## src/sv/lmpc_pkg.sv

```systemverilog
// ----------------------------------------------------------------------------
// lmpc_pkg
// Shared types and constants for the lamp mode and PWM duty controller.
// ----------------------------------------------------------------------------
`default_nettype none

package lmpc_pkg;

    // Configuration register indexes
    localparam int unsigned CfgIdxW = 3;

    typedef enum logic [CfgIdxW-1:0] {
        REG_RAMP_TOP        = 3'd0,
        REG_RAMP_BOTTOM     = 3'd1,
        REG_STEP_MS         = 3'd2,
        REG_BOTTOM_HOLD_MS  = 3'd3,
        REG_STROBE_HALF_MS  = 3'd4,
        REG_PRESS_WINDOW_MS = 3'd5,
        REG_HALF_LEVEL      = 3'd6,
        REG_TENTH_LEVEL     = 3'd7
    } reg_idx_t;

    // Reset values of the configuration registers
    localparam logic [7:0] RampTopRst       = 8'd170;
    localparam logic [7:0] RampBottomRst    = 8'd1;
    localparam logic [7:0] StepMsRst        = 8'd5;
    localparam logic [7:0] BottomHoldMsRst  = 8'd150;
    localparam logic [7:0] StrobeHalfMsRst  = 8'd100;
    localparam logic [7:0] PressWindowMsRst = 8'd200;
    localparam logic [7:0] HalfLevelRst     = 8'd50;
    localparam logic [7:0] TenthLevelRst    = 8'd10;

    localparam logic [7:0] DutyFull = 8'd255;
    localparam logic [7:0] DutyOff  = 8'd0;

    typedef enum logic [2:0] {
        MODE_PULSE  = 3'd0,
        MODE_FULL   = 3'd1,
        MODE_HALF   = 3'd2,
        MODE_TENTH  = 3'd3,
        MODE_STROBE = 3'd4
    } mode_t;

    typedef enum logic [1:0] {
        PH_IDLE   = 2'd0,
        PH_WINDOW = 2'd1,
        PH_HOLD   = 2'd2
    } phase_t;

    typedef struct packed {
        logic [7:0] ramp_top;
        logic [7:0] ramp_bottom;
        logic [7:0] step_ms;
        logic [7:0] bottom_hold_ms;
        logic [7:0] strobe_half_ms;
        logic [7:0] press_window_ms;
        logic [7:0] half_level;
        logic [7:0] tenth_level;
    } cfg_t;

    typedef struct packed {
        mode_t      mode;
        logic [7:0] level;
        logic       ramping_down;
        logic [8:0] ms_count;
        phase_t     phase;
        logic [7:0] press_count;
        logic [8:0] strobe_count;
    } state_t;

    typedef struct packed {
        logic [7:0] duty;
        mode_t      lamp_mode;
        logic       hold_strobing;
    } result_t;

endpackage : lmpc_pkg

`default_nettype wire

```

## src/sv/lmpc_step.sv

```systemverilog
// ----------------------------------------------------------------------------
// lmpc_step
// One millisecond tick of the controller: press handling, long-press strobe
// overlay and the mode pattern, computed as next state plus one result.
// ----------------------------------------------------------------------------
`default_nettype none

module lmpc_step (
    input  var lmpc_pkg::state_t  state_cur,
    input  var lmpc_pkg::cfg_t    cfg,
    input  wire logic             button_pressed,
    output lmpc_pkg::state_t      state_next,
    output lmpc_pkg::result_t     result
);

    // Restart the pattern of the mode held in s
    function automatic lmpc_pkg::state_t restart_pattern(input lmpc_pkg::state_t s,
                                                         input lmpc_pkg::cfg_t c);
        lmpc_pkg::state_t r;
        r              = s;
        r.ms_count     = '0;
        r.ramping_down = 1'b0;
        case (s.mode)
            lmpc_pkg::MODE_PULSE: r.level = c.ramp_bottom;
            lmpc_pkg::MODE_HALF:  r.level = c.half_level;
            lmpc_pkg::MODE_TENTH: r.level = c.tenth_level;
            default:              r.level = lmpc_pkg::DutyFull;
        endcase
        return r;
    endfunction

    // Step to the next mode in the ring
    function automatic lmpc_pkg::mode_t advance_mode(input lmpc_pkg::mode_t m);
        lmpc_pkg::mode_t r;
        case (m)
            lmpc_pkg::MODE_PULSE: r = lmpc_pkg::MODE_FULL;
            lmpc_pkg::MODE_FULL:  r = lmpc_pkg::MODE_HALF;
            lmpc_pkg::MODE_HALF:  r = lmpc_pkg::MODE_TENTH;
            lmpc_pkg::MODE_TENTH: r = lmpc_pkg::MODE_STROBE;
            default:              r = lmpc_pkg::MODE_PULSE;
        endcase
        return r;
    endfunction

    always_comb
    begin
        lmpc_pkg::state_t s;
        logic [7:0] duty_v;
        logic       strobing_v;
        logic [7:0] pc_inc;
        logic [8:0] sc_inc;
        logic [8:0] ms_inc;
        logic [8:0] two_half;
        logic [8:0] hold_v;
        logic [7:0] lvl;

        s          = state_cur;
        duty_v     = s.level;
        strobing_v = 1'b0;
        two_half   = {cfg.strobe_half_ms, 1'b0};
        lvl        = '0;
        hold_v     = '0;
        ms_inc     = '0;
        sc_inc     = '0;

        // Close the press window once it has run its length
        pc_inc = s.press_count + 8'd1;
        if (s.phase == lmpc_pkg::PH_WINDOW)
        begin
            s.press_count = pc_inc;
            if (pc_inc >= cfg.press_window_ms)
            begin
                if (button_pressed)
                begin
                    s.phase        = lmpc_pkg::PH_HOLD;
                    s.strobe_count = '0;
                end
                else
                begin
                    s.phase = lmpc_pkg::PH_IDLE;
                    s.mode  = advance_mode(s.mode);
                    s       = restart_pattern(s, cfg);
                end
            end
        end

        case (s.phase)
            // Freeze the output during the window
            lmpc_pkg::PH_WINDOW:
            begin
                duty_v = s.level;
            end

            // Run the long-press strobe in whole cycles
            lmpc_pkg::PH_HOLD:
            begin
                strobing_v = 1'b1;
                duty_v     = ({1'b0, cfg.strobe_half_ms} > s.strobe_count)
                             ? lmpc_pkg::DutyFull : lmpc_pkg::DutyOff;
                sc_inc     = s.strobe_count + 9'd1;
                s.strobe_count = sc_inc;
                if (sc_inc >= two_half)
                begin
                    s.strobe_count = '0;
                    if (!button_pressed)
                    begin
                        s.phase = lmpc_pkg::PH_IDLE;
                        s       = restart_pattern(s, cfg);
                    end
                end
            end

            default:
            begin
                if (button_pressed)
                begin
                    // Enter the press window
                    s.phase       = lmpc_pkg::PH_WINDOW;
                    s.press_count = '0;
                    duty_v        = s.level;
                end
                else
                begin
                    s.phase = lmpc_pkg::PH_IDLE;
                    ms_inc  = s.ms_count + 9'd1;
                    case (s.mode)
                        // Breathing ramp with a pause at the bottom
                        lmpc_pkg::MODE_PULSE:
                        begin
                            lvl = s.level;
                            if (!s.ramping_down && (lvl < cfg.ramp_bottom))
                                lvl = cfg.ramp_bottom;
                            duty_v = lvl;
                            hold_v = {1'b0, cfg.step_ms};
                            if (s.ramping_down && (lvl <= cfg.ramp_bottom))
                                hold_v = hold_v + {1'b0, cfg.bottom_hold_ms};
                            s.ms_count = ms_inc;
                            if (ms_inc >= hold_v)
                            begin
                                s.ms_count = '0;
                                if (!s.ramping_down)
                                begin
                                    if (lvl >= cfg.ramp_top)
                                    begin
                                        s.ramping_down = 1'b1;
                                        if (lvl > cfg.ramp_bottom)
                                            lvl = lvl - 8'd1;
                                    end
                                    else
                                    begin
                                        lvl = lvl + 8'd1;
                                    end
                                end
                                else if (lvl > cfg.ramp_bottom)
                                begin
                                    lvl = lvl - 8'd1;
                                end
                                else
                                begin
                                    s.ramping_down = 1'b0;
                                end
                            end
                            s.level = lvl;
                        end

                        // Square wave of two equal phases
                        lmpc_pkg::MODE_STROBE:
                        begin
                            duty_v = ({1'b0, cfg.strobe_half_ms} > s.ms_count)
                                     ? lmpc_pkg::DutyFull : lmpc_pkg::DutyOff;
                            s.level    = duty_v;
                            s.ms_count = ms_inc;
                            if (ms_inc >= two_half)
                                s.ms_count = '0;
                        end

                        lmpc_pkg::MODE_FULL:
                        begin
                            duty_v  = lmpc_pkg::DutyFull;
                            s.level = duty_v;
                        end

                        lmpc_pkg::MODE_HALF:
                        begin
                            duty_v  = cfg.half_level;
                            s.level = duty_v;
                        end

                        lmpc_pkg::MODE_TENTH:
                        begin
                            duty_v  = cfg.tenth_level;
                            s.level = duty_v;
                        end

                        default:
                        begin
                            duty_v = s.level;
                        end
                    endcase
                end
            end
        endcase

        state_next           = s;
        result.duty          = duty_v;
        result.lamp_mode     = s.mode;
        result.hold_strobing = strobing_v;
    end

endmodule : lmpc_step

`default_nettype wire

```

## src/sv/led_lamp_mode_pwm_controller_unit.sv

```systemverilog
// ----------------------------------------------------------------------------
// led_lamp_mode_pwm_controller_unit
// Lamp mode and PWM duty controller advanced once per 1 ms tick transaction.
// ----------------------------------------------------------------------------
//
//   Channel   Handshake            Payload
//   -------   ------------------   -----------------------------------
//   in        in_valid/in_ready    button_pressed
//   out       out_valid/out_ready  duty, lamp_mode, hold_strobing
//   cfg       cfg_valid/cfg_ready  cfg_index (3b), cfg_data (8b)
//
// One tick transaction is taken per cycle while in_ready is high; its result
// is registered in the output register, or in the skid register while one
// waits there. All state updates pass through the tick logic. The two
// registers let one more tick be accepted while a result waits; in_ready
// drops only when both are full. Reset puts the configuration registers at
// their defaults, pulse mode, idle. cfg_ready is always high.
// ----------------------------------------------------------------------------
`default_nettype none

module led_lamp_mode_pwm_controller_unit (
    input  wire logic       clk,
    input  wire logic       rst_n,

    input  wire logic       in_valid,
    output logic            in_ready,
    input  wire logic       button_pressed,

    output logic            out_valid,
    input  wire logic       out_ready,
    output logic [7:0]      duty,
    output logic [2:0]      lamp_mode,
    output logic            hold_strobing,

    input  wire logic       cfg_valid,
    output logic            cfg_ready,
    input  wire logic [2:0] cfg_index,
    input  wire logic [7:0] cfg_data
);

    lmpc_pkg::cfg_t    cfg_reg;
    lmpc_pkg::state_t  state_reg;
    lmpc_pkg::state_t  state_next;
    lmpc_pkg::result_t tick_result;

    logic              out_valid_reg;
    logic              out_valid_next;
    lmpc_pkg::result_t out_data_reg;
    lmpc_pkg::result_t out_data_next;
    logic              skid_valid_reg;
    logic              skid_valid_next;
    lmpc_pkg::result_t skid_data_reg;
    lmpc_pkg::result_t skid_data_next;

    logic              in_accept;
    logic              out_accept;

    assign cfg_ready  = 1'b1;
    assign in_ready   = !skid_valid_reg;
    assign in_accept  = in_valid && in_ready;
    assign out_accept = out_valid_reg && out_ready;

    // Write configuration registers
    always_ff @(posedge clk or negedge rst_n)
    begin
        if (!rst_n)
        begin
            cfg_reg.ramp_top        <= lmpc_pkg::RampTopRst;
            cfg_reg.ramp_bottom     <= lmpc_pkg::RampBottomRst;
            cfg_reg.step_ms         <= lmpc_pkg::StepMsRst;
            cfg_reg.bottom_hold_ms  <= lmpc_pkg::BottomHoldMsRst;
            cfg_reg.strobe_half_ms  <= lmpc_pkg::StrobeHalfMsRst;
            cfg_reg.press_window_ms <= lmpc_pkg::PressWindowMsRst;
            cfg_reg.half_level      <= lmpc_pkg::HalfLevelRst;
            cfg_reg.tenth_level     <= lmpc_pkg::TenthLevelRst;
        end
        else if (cfg_valid && cfg_ready)
        begin
            case (lmpc_pkg::reg_idx_t'(cfg_index))
                lmpc_pkg::REG_RAMP_TOP:        cfg_reg.ramp_top        <= cfg_data;
                lmpc_pkg::REG_RAMP_BOTTOM:     cfg_reg.ramp_bottom     <= cfg_data;
                lmpc_pkg::REG_STEP_MS:         cfg_reg.step_ms         <= cfg_data;
                lmpc_pkg::REG_BOTTOM_HOLD_MS:  cfg_reg.bottom_hold_ms  <= cfg_data;
                lmpc_pkg::REG_STROBE_HALF_MS:  cfg_reg.strobe_half_ms  <= cfg_data;
                lmpc_pkg::REG_PRESS_WINDOW_MS: cfg_reg.press_window_ms <= cfg_data;
                lmpc_pkg::REG_HALF_LEVEL:      cfg_reg.half_level      <= cfg_data;
                lmpc_pkg::REG_TENTH_LEVEL:     cfg_reg.tenth_level     <= cfg_data;
                default:                       cfg_reg.ramp_top        <= cfg_reg.ramp_top;
            endcase
        end
    end

    // Tick logic
    lmpc_step u_step (
        .state_cur      (state_reg),
        .cfg            (cfg_reg),
        .button_pressed (button_pressed),
        .state_next     (state_next),
        .result         (tick_result)
    );

    // Advance state on each accepted tick
    always_ff @(posedge clk or negedge rst_n)
    begin
        if (!rst_n)
        begin
            state_reg.mode         <= lmpc_pkg::MODE_PULSE;
            state_reg.level        <= '0;
            state_reg.ramping_down <= 1'b0;
            state_reg.ms_count     <= '0;
            state_reg.phase        <= lmpc_pkg::PH_IDLE;
            state_reg.press_count  <= '0;
            state_reg.strobe_count <= '0;
        end
        else if (in_accept)
        begin
            state_reg <= state_next;
        end
    end

    // Route results through output and skid registers
    always_comb
    begin
        out_valid_next  = out_valid_reg;
        out_data_next   = out_data_reg;
        skid_valid_next = skid_valid_reg;
        skid_data_next  = skid_data_reg;
        if (out_accept)
        begin
            if (skid_valid_reg)
            begin
                out_data_next   = skid_data_reg;
                skid_valid_next = 1'b0;
            end
            else if (in_accept)
            begin
                out_data_next = tick_result;
            end
            else
            begin
                out_valid_next = 1'b0;
            end
        end
        else if (!out_valid_reg)
        begin
            if (in_accept)
            begin
                out_valid_next = 1'b1;
                out_data_next  = tick_result;
            end
        end
        else if (in_accept)
        begin
            skid_valid_next = 1'b1;
            skid_data_next  = tick_result;
        end
    end

    // Hold handshake flags
    always_ff @(posedge clk or negedge rst_n)
    begin
        if (!rst_n)
        begin
            out_valid_reg  <= 1'b0;
            skid_valid_reg <= 1'b0;
        end
        else
        begin
            out_valid_reg  <= out_valid_next;
            skid_valid_reg <= skid_valid_next;
        end
    end

    // Hold result payloads
    always_ff @(posedge clk)
    begin
        out_data_reg  <= out_data_next;
        skid_data_reg <= skid_data_next;
    end

    assign out_valid     = out_valid_reg;
    assign duty          = out_data_reg.duty;
    assign lamp_mode     = out_data_reg.lamp_mode;
    assign hold_strobing = out_data_reg.hold_strobing;

endmodule : led_lamp_mode_pwm_controller_unit

`default_nettype wire
```

## config.mk

```make
export PLATFORM = sky130hd
export DESIGN_NAME = led_lamp_mode_pwm_controller_unit
export DESIGN_NICKNAME = d
export VERILOG_FILES = /design/src/sv/lmpc_pkg.sv /design/src/sv/lmpc_step.sv /design/src/sv/led_lamp_mode_pwm_controller_unit.sv
export SDC_FILE = /design/constraint.sdc
export NUM_CORES = 1
export LEC_CHECK = 0
export BUFFER_PORTS_ARGS = -buffer_cell sky130_fd_sc_hd__buf_4
export CORE_ASPECT_RATIO = 0.8
export CORE_MARGIN = 2
export CORE_UTILIZATION = 65
export CTS_BUF_LIST = sky130_fd_sc_hd__clkbuf_16
export DETAILED_ROUTE_END_ITERATION = 6
export PLACE_DENSITY_LB_ADDON = 0.08
export SETUP_SLACK_MARGIN = 0.5
export SKIP_LAST_GASP = 1
export SLEW_MARGIN = 20
export SYNTH_ARGS = -nofsm -noshare
export SYNTH_HDL_FRONTEND = slang
export SYNTH_SLANG_ARGS = --single-unit
```

## constraint.sdc

```tcl
create_clock -name clk -period 23.1 [get_ports clk]
set_clock_uncertainty 0.1 [all_clocks]
set_input_delay 3.465 -clock clk [delete_from_list [all_inputs] [get_ports clk]]
set_output_delay 3.465 -clock clk [all_outputs]
set_load 0.01 [all_outputs]
```

**After elaboration in Yosys (flattened, before gate mapping)**

Index checks and enable logic that the tools add are counted.

- Reduce and logical (&&, ||, !) cells: 24
- Equality and inequality tests: 22
- Muxes and demuxes: 56
- Order comparisons: 10
- Bitwise logic cells: 1
- Add/subtract/negate cells: 6

Operators by type and width:

| cell | count |
|---|---|
| 8-bit two-way mux | 12 |
| 40-bit two-way mux | 2 |
| 8-bit one-hot mux with 5 select lines | 2 |
| 37-bit two-way mux | 2 |
| 9-bit two-way mux | 7 |
| 28-bit one-hot mux with 2 select lines | 1 |
| 12-bit two-way mux | 4 |
| 8-bit one-hot mux with 3 select lines | 2 |
| 9-bit greater-or-equal comparator | 3 |
| 3-bit by 2-bit == test with 1-bit output (second input constant) | 8 |
| 21-bit two-way mux | 1 |
| 2-bit AND reduction | 10 |
| 9-bit by 1-bit adder with 9-bit output (second input constant) | 2 |
| 8-bit by 9-bit > comparator with 1-bit output | 2 |
| 18-bit two-way mux | 1 |
| 9-bit one-hot mux with 2 select lines | 1 |
| 8-bit by 1-bit adder with 8-bit output (second input constant) | 2 |
| 8-bit greater-or-equal comparator | 2 |
| 8-bit one-hot mux with 2 select lines | 1 |
| 3-bit == test (second input constant) | 5 |
| 1-bit two-way mux | 14 |
| 3-bit logical NOT | 4 |
| 3-bit one-hot mux with 4 select lines | 1 |
| 10-bit two-way mux | 1 |
| other kinds (18) | 29 |

- Bits in registers: 130
- Bits of input ports: 17

**Depth between registers and ports, before layout**

Gate-level depths: netlist of the first run.

- Depth in word-level cells: 27
- Gate-level depth with buffers: 43
- Depth with buffers taken out: 40

**By module**

A second synthesis of the first run with hierarchy kept.

- Cells, all modules: 1164
- Area, all modules: 10327.4 um^2

Modules (own cells, without submodules):

| module | area each (um^2) | cells an instance | instances | seq. area each (um^2) |
|---|---|---|---|---|
| lmpc_step | 5262.5 | 776 | 1 | 0.0 |
| led_lamp_mode_pwm_controller_unit | 5064.9 | 388 | 1 | 3400.8 |

**Least setup slack after synthesis of the first run**

No wires, ideal clock.

- Path type: input to register
- Start point: in button_pressed
- End point: reg state_reg[25] in the netlist's numbering
- Arrival time: 10294 ps
- Cell stages on the path: 37
- Slack: 12624 ps
- Data required time: 22917 ps
- Setup time: 83 ps
- Cell sequence: or2_0 > buf_2 > nor2_4 > clkbuf_1 > mux2i_1 > inv_1 > ha_1 > nand4_1 > a21oi_1 > nor3_1 > nand4_1 > nand2_4 > buf_1 > nor2_1 > a21oi_1 > inv_1 > ha_1 > a21oi_1 > nor2b_1 > a2111oi_0 > o21ai_0 > o211ai_1 > and2_1 > nand2_1 > clkbuf_1 > nor2_1 > a21oi_1 > ha_1 > o211a_1 > a221o_1 > a31oi_1 > o21ai_1 > o22ai_1 > a21oi_1 > nor3_1 > a22oi_1 > o21ai_0

- Longest elaborated chain between the ends: 20
- Elaborated cells on any way between the ends: 34

RTL lines:

| element | RTL line | text |
|---|---|---|
| start, declared | led_lamp_mode_pwm_controller_unit.sv:27 | `input wire logic button_pressed,` |
| 21-bit two-way mux | lmpc_step.sv:73 | `if (button_pressed)` |
| 40-bit two-way mux | lmpc_step.sv:71 | `if (pc_inc >= cfg.press_window_ms)` |
| 40-bit two-way mux | lmpc_step.sv:68 | `if (s.phase == lmpc_pkg::PH_WINDOW)` |
| 8-bit less-than comparator or 1-bit logical NOT (tied branches) | lmpc_step.sv:131 | `if (!s.ramping_down && (lvl < cfg.ramp_bottom))` |
| 1-bit logical AND | lmpc_step.sv:131 |  |
| 8-bit two-way mux | lmpc_step.sv:131 |  |
| 8-bit two-way mux | lmpc_step.sv:126 | `case (s.mode)` |
| 8-bit two-way mux | lmpc_step.sv:115 | `if (button_pressed)` |
| [... 4 more ...] | n/a |  |
| 9-bit two-way mux | lmpc_step.sv:126 |  |
| 9-bit two-way mux | lmpc_step.sv:115 |  |
| 9-bit two-way mux | lmpc_step.sv:87 | `case (s.phase)` |
| 9-bit greater-or-equal comparator | lmpc_step.sv:138 | `if (ms_inc >= hold_v)` |
| 10-bit two-way mux | lmpc_step.sv:138 |  |
| 9-bit one-hot mux with 2 select lines | lmpc_step.sv:126 |  |
| 18-bit two-way mux | lmpc_step.sv:115 |  |
| 28-bit one-hot mux with 2 select lines * | lmpc_step.sv:87 |  |
| end signal, assigned | led_lamp_mode_pwm_controller_unit.sv:117 | `state_reg <= state_next;` |
| end, declared | led_lamp_mode_pwm_controller_unit.sv:42 | `lmpc_pkg::state_t state_reg;` |

Every way passes the cells marked *; elsewhere a longest branch is shown, timed or not. The select of a mux whose other input is x is not followed.
A chain may end at the register's enable or synchronous reset.

**Final worst setup path of the first run**

Same ends and word-level chain as after synthesis.

==> impl_metrics.csv, run 1 <==
group,metric,value,unit
layout,seq_area,3401,um^2
grt,antenna_found_initial,0,
sta,timing.setup.tns,0,ns
grt,grt_pass1_wl,44760,um
die,std_cell_rows,39,
setup_path,path_max_fanout,28,
yosys,synth-simple-area-share,16.22,%
sta,finalCritPeriodShare,51.14,%
die,die_area,15860,um^2
routing,via_count,8668,
sta,rsz0062_at_grt,"false",
sta,finalSetupViolations,0,
yosys,synthAdderAreaFrac,11.48,%
setup_path,cp-start-kind,"primary input",
yosys,ys_ff_latch,130,
setup_path,cp_common_cell,"ha_1",
die,dieHeight,113.0,um
setup_path,crit_slowest_cell,"nor2_4",
routing,wl_per_cell,21.72,um
die,die_w,140.3,um
grt,grt_usage,36.25,%
sta,hold_viol_final,0,
clock_network,cts_buffers,17,
yosys,synth_compound_area_share,21.62,%
worst_hold_path,holdPathStages,2,
yosys,syn_avg_cell_area,8.976,um^2
layout,drive_above_1_share,14.85,%
worst_hold_path,min_to,"state_reg[20]",
yosys,synth.distinct_cells,80,
clock_network,cts.sinks,130,
sta,min_period,11.81,ns
grt,grt_pass1_vias,8145,
layout,diodes,0,
clock_network,clock_path_buffers,2,
layout,finalNetCount,1190,
yosys,netlist_instances,1076,
power_and_ir_drop,switching_share,40.94,%
sta,max_freq,84.65,MHz
setup_path,worstSetupEndpointType,"flip-flop",
worst_hold_path,min_from,"state_reg[20]",
layout,largest_reg_flops,64,
setup_path,critical_path_required,23.34,ns
routing,routed-wl-met3,3081,um
setup_path,rr_worst_depth,37,
routing,drtPass1Iterations,6,
power_and_ir_drop,peakVddDrop,62.85,uV
setup_path,path_delay_family,"simple AND/OR/NAND/NOR gates",
routing,drcViolationCount,0,
sta,slew_violations,0,
setup_path,critPathBufInv,2,
yosys,ys_top_cells_by_area,"dfrtp_1 22%, ha_1 11%, edfxtp_1 7.5%, dfstp_2 6.0%, mux2_2 5.5%",
die,boundaryPins,32,
grt,grt_max_degree,55,
sta,worst_slew_pin_slew,1.180,ns
yosys,yosys.area.top_type,"dfrtp_1",
grt,overflow,0,
routing,top_layer_used,"met4",
clock_network,insertion_delay,0.43,ns
yosys,seq_area_frac_synth,35.21,%
run_status,status,"completed",
yosys,synth.cell_area,9658,um^2
layout,syn2layout_area_growth,10.07,%
placed_design,gp_congestion,0.9795,
setup_path,rr_startpoint,"state_reg[11]",
setup_path,r2r_end,"state_reg[25]",
routing,antenna_left,0,
power_and_ir_drop,switchingPower,0.4917,mW
power_and_ir_drop,p_leak,4.605,nW
routing,wl,27850,um
flow_run,cap_violations,0,
setup_path,r2r_slack,12.87,ns
setup_path,worstPathArrival,12.05,ns
clock_network,path_clk_slew,0.06,ns
clock_network,cts_root_buf,"clkbuf_16",
clock_network,cts_max_level,4,
worst_hold_path,hold_path.class,"reg -> reg",
power_and_ir_drop,p_int,0.7092,mW
clock_network,cts-resized-gates,0,
routing,drt-met1-wl,12750,um
yosys,yosysWarningCount,0,
layout,fin_cells,1282,
setup_path,path_class,"in -> reg",
setup_path,slowest_delay,0.74,ns
power_and_ir_drop,power.density,113.0,nW/um^2
layout,nFillCells,1049,
routing,vias_per_cell,6.761,
power_and_ir_drop,clkPwrFrac,24.3,%
clock_network,post_cts_buffers,0,
placed_design,io_buffers,30,
yosys,synth_top_family_by_area,"compound AO/OA/AOI/OAI gates",
yosys,synthArstFlopShare,81.54,%
power_and_ir_drop,power_frac_seq,30.2,%
clock_network,cts_tree,"done",
yosys,synth_nets,1181,
yosys,synth_edf_count,24,
placed_design,hpwl,20050,um
die,initial_core_util,67.09,%
yosys,synth_mux_area_share,7.890,%
layout,multiInputGateArea,5839,um^2
yosys,synthXorXnorAreaFrac,3.174,%
sta,slew-limit-headroom,20.96,%
routing,drtIter0Drc,1022,
yosys,synthFlopType,"dfrtp_1",
power_and_ir_drop,pwr-share-comb,45.5,%
clock_network,hold_buffers,0,
layout,fin_util,73.85,%
yosys,synth_top_area_share,21.76,%
routing,met2_length,11420,um
die,core_area,14400,um^2
placed_design,dp_cells,1249,
[per-stage QoR]
stage / hold WS, ns / total power, mW / instance area, um^2 / setup slack (ns)
6_report: 0.4096 / 1.201 / 10630 / 11.29
3_3_place_gp: 0.3858 / 0.8743 / 9985 / 11.18
2_1_floorplan: 0.3598 / 0.7301 / 9658 / 12.62
5_1_grt: 0.4224 / 1.272 / 10630 / 10.79
4_1_cts: 0.4034 / 1.183 / 10630 / 11.50
3_5_place_dp: 0.3901 / 0.8825 / 9988 / 11.18
[routing by layer]
metal  vias to the layer above  global-route usage (%)
met1                      4131                   55.28
li1                       3969                       -
met4                         0                   10.51
met5                         -                       0
met2                       512                   51.50
met3                        56                   8.421
[cells in the final DEF, fill, tap and decap left out, drive strengths merged, types with 6 or more instances in the layout]
| master | count |
|---|---|
| nor2 | 75 |
| edfxtp | 24 |
| a21oi | 71 |
| o22a | 7 |
| a211oi | 12 |
| nand4 | 15 |
| ha | 87 |
| buf | 41 |
| nor3b | 6 |
| clkinv | 8 |
| mux2i | 18 |
| o21ai | 82 |
| o22ai | 24 |
| mux2 | 50 |
| a221oi | 7 |
| nand2b | 15 |
| and2 | 10 |
| dfstp | 22 |
| clkbuf | 20 |
| and3 | 8 |
| a21o | 16 |
| nor3 | 22 |
| o21a | 15 |
| xnor2 | 18 |
| inv | 57 |
| dfrtp | 84 |
| o211ai | 9 |
| nand2 | 120 |
| nor2b | 8 |
| a31oi | 14 |
| a22o | 13 |
| nand3 | 25 |
| xor2 | 17 |
[worst max-delay path by stage]
stage,slack (ns),endpoint,from,cells past startpoint
6_report,11.29,state_reg[25],button_pressed,32
5_1_grt,10.79,state_reg[25],button_pressed,34
4_1_cts,11.50,state_reg[25],button_pressed,34
3_5_place_dp,11.18,state_reg[25],button_pressed,34
3_3_place_gp,11.18,state_reg[21],button_pressed,33
2_1_floorplan,12.62,state_reg[25],button_pressed,37
[synthesized netlist by cell type, drive strengths merged (14+ instances only)]
cell and count:
a21oi 71, xnor2 18, ha 87, nor3 22, a21o 16, a31oi 14, edfxtp 24, dfrtp 84
clkbuf 42, mux2i 18, nand4 15, nand3 25, nor2 75, nand2b 15, o22ai 24, nand2 120
xor2 17, mux2 50, inv 55, o21ai 82, dfstp 22, o21a 15
[final cells by class]
| type | count | share of cell area, % |
|---|---|---|
| Clock buffer | 19 | 4.473 |
| Clock inverter | 13 | 1.518 |
| Inverter | 56 | 1.977 |
| Multi-Input combinational cell | 838 | 54.93 |
| Sequential cell | 130 | 31.99 |
| Tap cell | 184 | 2.166 |
| Timing Repair Buffer | 42 | 2.943 |
[kinds of logic after synthesis]
kind of cell             Yosys count
AO/OA/AOI/OAI                    318
buffers and inverters            108
multiplexers                      68
adder cells (fa/ha/maj)           88
other                              1
AND/OR/NAND/NOR                  328
flip-flops                       130
XOR/XNOR                          35
[power groups by stage]
stage          clock [mW]  combinational [mW]  sequential [mW]
3_5_place_dp            0               0.520            0.363
5_1_grt             0.304               0.598            0.370
4_1_cts             0.292               0.531            0.360
6_report            0.292               0.546            0.363
2_1_floorplan           0               0.388            0.342
3_3_place_gp            0               0.514            0.361
[worst reg2reg max path, delay by kind of cell, from the launching register on]
family | cells | cell delay (ns)
muxes | 2 | 0.83
and+or+nand+nor | 14 | 3.59
buffers and inverters | 1 | 0.17
DFF | 1 | 0.43
adders and majority gates | 4 | 1.27
xor gates and xnor gates | 1 | 0.15
AOI/OAI and AO/OA | 15 | 3.60
(Power assumes the default switching activity.)
==> run 2: changes to the inputs <==
ABC_AREA = 1   (was default)
CORE_UTILIZATION = 64   (was 65)
clock period = 12.2 ns   (was 23.1 ns; I/O delays follow)
==> run 2 against run 1 <==
The flow now finishes with violations (DRC). Cell area fell by 2.6%. Die area down 1.5%. Register-to-register slack got worse by 9.3 ns. Sequential power up 91%. Synthesized cell count up 16%. Highest routed layer unchanged.
==> impl_metrics.csv, run 2 <==
group,metric,value,unit
run_status,status,"complete, but fails checks",
run_status,violations,"DRC",
yosys,synthTopCellsByCount,"293 x nand2_1, 182 x inv_1, 134 x o21ai_0",
power_and_ir_drop,peakVddDrop,179.8,uV
routing,drcViolationCount,6,
placed_design,hpwl,19570,um
yosys,synthXorXnorAreaFrac,1.870,%
yosys,ys_ff_latch,130,
yosys,ys_top_cells_by_area,"dfrtp_1 22%, nand2_1 12%, ha_1 12%, edfxtp_1 7.7%, inv_1 7.3%",
clock_network,cts_buffers,17,
routing,wl_per_cell,17.80,um
power_and_ir_drop,pwr-share-comb,59.0,%
die,core_area,14300,um^2
layout,fin_cells,1471,
layout,mostFrequentLayoutCells,"293 x nand2_1, 184 x inv_1, 134 x o21ai_0",
setup_path,worstPathArrival,8.93,ns
die,die_area,15630,um^2
setup_path,critical_path_required,12.46,ns
power_and_ir_drop,power_frac_seq,23.2,%
yosys,synth_mux_area_share,0.2271,%
power_and_ir_drop,switchingPower,1.485,mW
clock_network,post_cts_buffers,0,
yosys,synth_top_area_share,22.44,%
routing,wl,26190,um
sta,worst_slew_pin_slew,1.167,ns
yosys,synth.most_common_cell,"nand2_1",
worst_hold_path,holdPathStages,2,
sta,hold_viol_final,0,
yosys,synth.distinct_cells,52,
setup_path,path_class,"reg -> reg",
clock_network,cts_tree,"done",
grt,grt_usage,34.67,%
grt,antenna_found_initial,0,
sta,min_period,8.676,ns
layout,design_area,10350,um^2
yosys,synth_compound_area_share,17.63,%
placed_design,dpl_cell_area,9743,um^2
flow_run,cap_violations,0,
yosys,synth_nets,1354,
layout,drive_above_1_share,9.946,%
yosys,syn_avg_cell_area,7.499,um^2
die,die_w,139.3,um
layout,diodes,0,
placed_design,gp_congestion,0.9616,
power_and_ir_drop,clkPwrFrac,17.8,%
sta,finalCritPeriodShare,71.11,%
layout,syn2layout_area_growth,10.55,%
layout,final_common_cell,"nand2_1",
die,std_cell_rows,39,
sta,slew_violations,0,
setup_path,slowest_delay,0.76,ns
yosys,synthArstFlopShare,81.54,%
sta,slew-limit-headroom,21.59,%
routing,drtIter0Drc,1012,
yosys,synth_top_family_by_area,"simple AND/OR/NAND/NOR gates",
yosys,yosys.area.top_type,"dfrtp_1",
placed_design,dp_cells,1439,
setup_path,rr_worst_depth,43,
worst_hold_path,hold_path.class,"reg -> reg",
yosys,yosysWarningCount,0,
setup_path,crit_slowest_cell,"nor2_1",
clock_network,cts.sinks,130,
layout,multiInputGateArea,5135,um^2
sta,max_freq,115.3,MHz
yosys,synth-simple-area-share,23.19,%
routing,antenna_left,0,
grt,grt_pass1_wl,43040,um
clock_network,cts_max_level,4,
layout,nFillCells,1133,
routing,via_count,8765,
sta,finalSetupViolations,0,
setup_path,cp_common_cell,"nand2_1",
layout,largest_reg_flops,64,
clock_network,cts_root_buf,"clkbuf_16",
clock_network,insertion_delay,0.43,ns
clock_network,path_clk_slew,0.06,ns
setup_path,worstSetupEndpointType,"flip-flop",
grt,grt_pass1_vias,8016,
sta,timing.setup.tns,0,ns
yosys,netlist_instances,1249,
yosys,synth_edf_count,24,
layout,seq_area,3401,um^2
clock_network,hold_buffers,0,
clock_network,clock_path_buffers,2,
grt,overflow,0,
power_and_ir_drop,finalPower,2.989,mW
layout,finalNetCount,1379,
yosys,synth.cell_area,9366,um^2
sta,rsz0062_at_grt,"false",
die,initial_core_util,65.51,%
setup_path,cp-start-kind,"flip-flop",
power_and_ir_drop,p_leak,5.179,nW
power_and_ir_drop,power.density,288.6,nW/um^2
grt,grt_max_degree,57,
setup_path,path_max_fanout,18,
routing,drtPass1Iterations,7,
yosys,seq_area_frac_synth,36.31,%
yosys,synthAdderAreaFrac,11.84,%
clock_network,cts-resized-gates,0,
routing,vias_per_cell,5.959,
yosys,synthFlopType,"dfrtp_1",
power_and_ir_drop,switching_share,49.70,%
placed_design,io_buffers,30,
die,boundaryPins,32,
die,dieHeight,112.2,um
power_and_ir_drop,p_int,1.503,mW
[run 2: path summary, 6_finish.rpt]
check / slack, ns / start / end
setup / recovery: 3.52 / state_reg[9] / state_reg[31]
hold / removal: 0.38 / skid_valid_reg / skid_valid_reg
setup reg to reg: 3.52 / state_reg[9] / state_reg[31]
hold reg to reg: 0.38 / skid_valid_reg / skid_valid_reg
max in group asynchronous: 9.48 / rst_n / state_reg[39]
min in group asynchronous: 1.32 / rst_n / state_reg[14]
[run 2: cells by family (layout without fill, tap and decap cells)]
family	after synthesis	after routing
flip-flops	130	130
adder cells (fa/ha/maj)	88	88
AO/OA/AOI/OAI	282	282
buffers and inverters	220	258
other	1	1
multiplexers	2	2
AND/OR/NAND/NOR	506	506
XOR/XNOR	20	20
[run 2: worst max-delay path: cells and delay by family, from the launching register on]
kind                     cells  cell delay [ns]
AO/OA/AOI/OAI               10             2.13
XOR/XNOR                     1             0.18
adder cells (fa/ha/maj)      4             1.21
buffers and inverters        5             0.78
flip-flops                   1             0.41
multiplexers                 1             0.42
AND/OR/NAND/NOR             22             3.34
[run 2: area by class of cell]
cell class	instances	share of cell area, %
clock buffers	18	4.350
clock inverters	14	1.535
inverters	191	6.924
repair buffers	35	2.537
well taps	184	2.223
flip-flops and latches	130	32.84
multi-input cells	899	49.59
[run 2: through the flow]
step	hold WS [ns]	setup WS (ns)	util, %
2_1_floorplan	0.3510	4.946	-
3_3_place_gp	0.3660	3.829	68.15
3_5_place_dp	0.3698	3.648	68.15
4_1_cts	0.3829	3.746	72.41
5_1_grt	0.3978	2.840	72.43
6_report	0.3799	3.524	72.43
[run 2: routing by layer]
layer | global-route usage [%] | vias to the layer above | share of wire (%) | wire length, um
met5 | 0 | - | 0 | 0
met4 | 7.677 | 0 | 1.1 | 281
met3 | 7.381 | 35 | 9.1 | 2388
met2 | 49.31 | 427 | 41 | 10870
met1 | 54.34 | 4050 | 48 | 12650
li1 | - | 4253 | - | -
[run 2: power groups by stage]
stage / combinational, mW / clock, mW / sequential, mW
CTS: 1.71 / 0.534 / 0.690
detailed placement: 1.70 / 0 / 0.694
floorplan: 1.25 / 0 / 0.671
finish: 1.76 / 0.533 / 0.694
global route: 1.97 / 0.555 / 0.706
global placement: 1.67 / 0 / 0.691
==> run 3: changes to the inputs <==
clock period = 8.9 ns   (was 12.2 ns; I/O delays follow)
==> run 3 against run 2 <==
The run now ends clean. Critical path type unchanged. Combinational power increased by 39%. Worst setup slack worse by 2.3 ns. Worst hold slack better by 0.0051 ns. Global-route usage hardly changed.
==> impl_metrics.csv, run 3 (same netlist as run 2, synthesis figures left out) <==
group,metric,value,unit
die,die_w,139.3,um
sta,rsz0062_at_grt,"false",
routing,antenna_left,0,
grt,grt_pass1_wl,42540,um
sta,slew-limit-headroom,22.23,%
setup_path,worstSetupEndpointType,"flip-flop",
layout,finalNetCount,1382,
setup_path,critPathBufInv,6,
layout,mostFrequentLayoutCells,"293 x nand2_1, 183 x inv_1, 134 x o21ai_0",
layout,largest_reg_flops,64,
placed_design,hpwl,19800,um
grt,grt_usage,34.71,%
routing,drtIter0Drc,1152,
die,die_area,15630,um^2
setup_path,r2r_slack,1.22,ns
sta,finalCritPeriodShare,86.29,%
clock_network,path_clk_slew,0.06,ns
sta,max_freq,130.2,MHz
setup_path,worstPathArrival,7.94,ns
routing,wl,26550,um
setup_path,cp_common_cell,"nand2_1",
sta,timing.setup.tns,0,ns
routing,drcViolationCount,0,
die,core_area,14300,um^2
layout,diodes,0,
sta,hold_viol_final,0,
grt,overflow,0,
clock_network,cts-resized-gates,0,
setup_path,path_class,"reg -> reg",
worst_hold_path,hold_path.class,"reg -> reg",
power_and_ir_drop,peakVddDrop,244.9,uV
grt,grt_pass1_vias,7980,
grt,grt_max_degree,56,
layout,multiInputGateArea,5145,um^2
layout,final_common_cell,"nand2_1",
layout,nFillCells,1181,
grt,antenna_found_initial,0,
die,dieHeight,112.2,um
layout,syn2layout_area_growth,10.59,%
power_and_ir_drop,p_leak,5.162,nW
routing,vias_per_cell,6.069,
power_and_ir_drop,power.density,394.4,nW/um^2
setup_path,critical_path_required,9.16,ns
setup_path,cp-start-kind,"flip-flop",
sta,finalSetupViolations,0,
setup_path,crit_slowest_cell,"dfrtp_1",
die,std_cell_rows,39,
die,boundaryPins,32,
placed_design,dp_slack,1.118,ns
setup_path,path_max_fanout,18,
placed_design,gp_congestion,1.001,
routing,wl_per_cell,18.01,um
routing,drtPass1Iterations,6,
clock_network,insertion_delay,0.43,ns
routing,via_count,8946,
run_status,status,"completed",
setup_path,slowest_delay,0.41,ns
setup_path,path_delay_family,"simple AND/OR/NAND/NOR gates",
layout,drive_above_1_share,10.31,%
clock_network,hold_buffers,0,
clock_network,cts_root_buf,"clkbuf_16",
layout,seq_area,3401,um^2
sta,min_period,7.680,ns
die,initial_core_util,65.51,%
sta,slew_violations,0,
placed_design,io_buffers,30,
flow_run,cap_violations,0,
clock_network,cts.sinks,130,
clock_network,cts_buffers,17,
clock_network,cts_tree,"done",
sta,worst_slew_pin_slew,1.158,ns
sta,layout_setup_ws,1.220,ns
clock_network,cts_max_level,4,
clock_network,clock_path_buffers,2,
clock_network,post_cts_buffers,0,
## run 3: cell count changes in the layout (fill, tap and decap cells not counted), sizes merged
cell / before / now
buf: 35 / 38
bufinv: 3 / 1
clkinvlp: 0 / 2
clkinv: 7 / 8
inv: 195 / 194
## run 3: path summary, 6_finish.rpt
check	start	cells past startpoint	end
min in group asynchronous	rst_n	1	cfg_reg[18]
max reg2reg	state_reg[9]	43	state_reg[28]
min reg2reg	cfg_reg[62]	2	cfg_reg[62]
min	cfg_reg[62]	2	cfg_reg[62]
max in group asynchronous	rst_n	2	out_valid
max	state_reg[9]	43	state_reg[28]
## run 3: area by class of cell
cell class                 count  area share (%)
multi-input combinational    899           49.67
timing repair buffer          38           2.754
clock buffer                  18           4.348
sequential                   130           32.83
inverter                     191           6.945
clock inverter                14           1.232
tap                          184           2.222
## run 3: power by group
group	internal [mW]	leakage (nW)	switching (mW)
clock network	0.403	0.282	0.280
registers	0.816	1.53	0.137
logic	0.800	3.35	1.65
## run 3: tightest hold or removal path: stages, from the launching register on
cell and delay, ns:
dfrtp_1 0.34, nand2_1 0.05, o21ai_0 0.06
## run 3: metrics by stage
step | instances | instance area [um^2] | power [mW] | utilization, % | hold WS [ns]
global route | 1474 | 10360 | 4.398 | 72.45 | 0.4139
detailed placement | 1442 | 9766 | 3.287 | 68.30 | 0.3729
finish | 1474 | 10360 | 4.086 | 72.45 | 0.3850
floorplan | 1249 | 9366 | 2.637 | - | 0.3510
CTS | 1474 | 10340 | 3.995 | 72.35 | 0.3879
global placement | 1442 | 9766 | 3.239 | 68.30 | 0.3670
## run 3: metal layers
layer | vias to the layer above | wire, um | GRT usage (%)
li1 | 4256 | - | -
met1 | 4138 | 12270 | 53.10
met2 | 501 | 10880 | 49.02
met3 | 51 | 2866 | 8.276
met4 | 0 | 537 | 10.17
met5 | - | 0 | 0
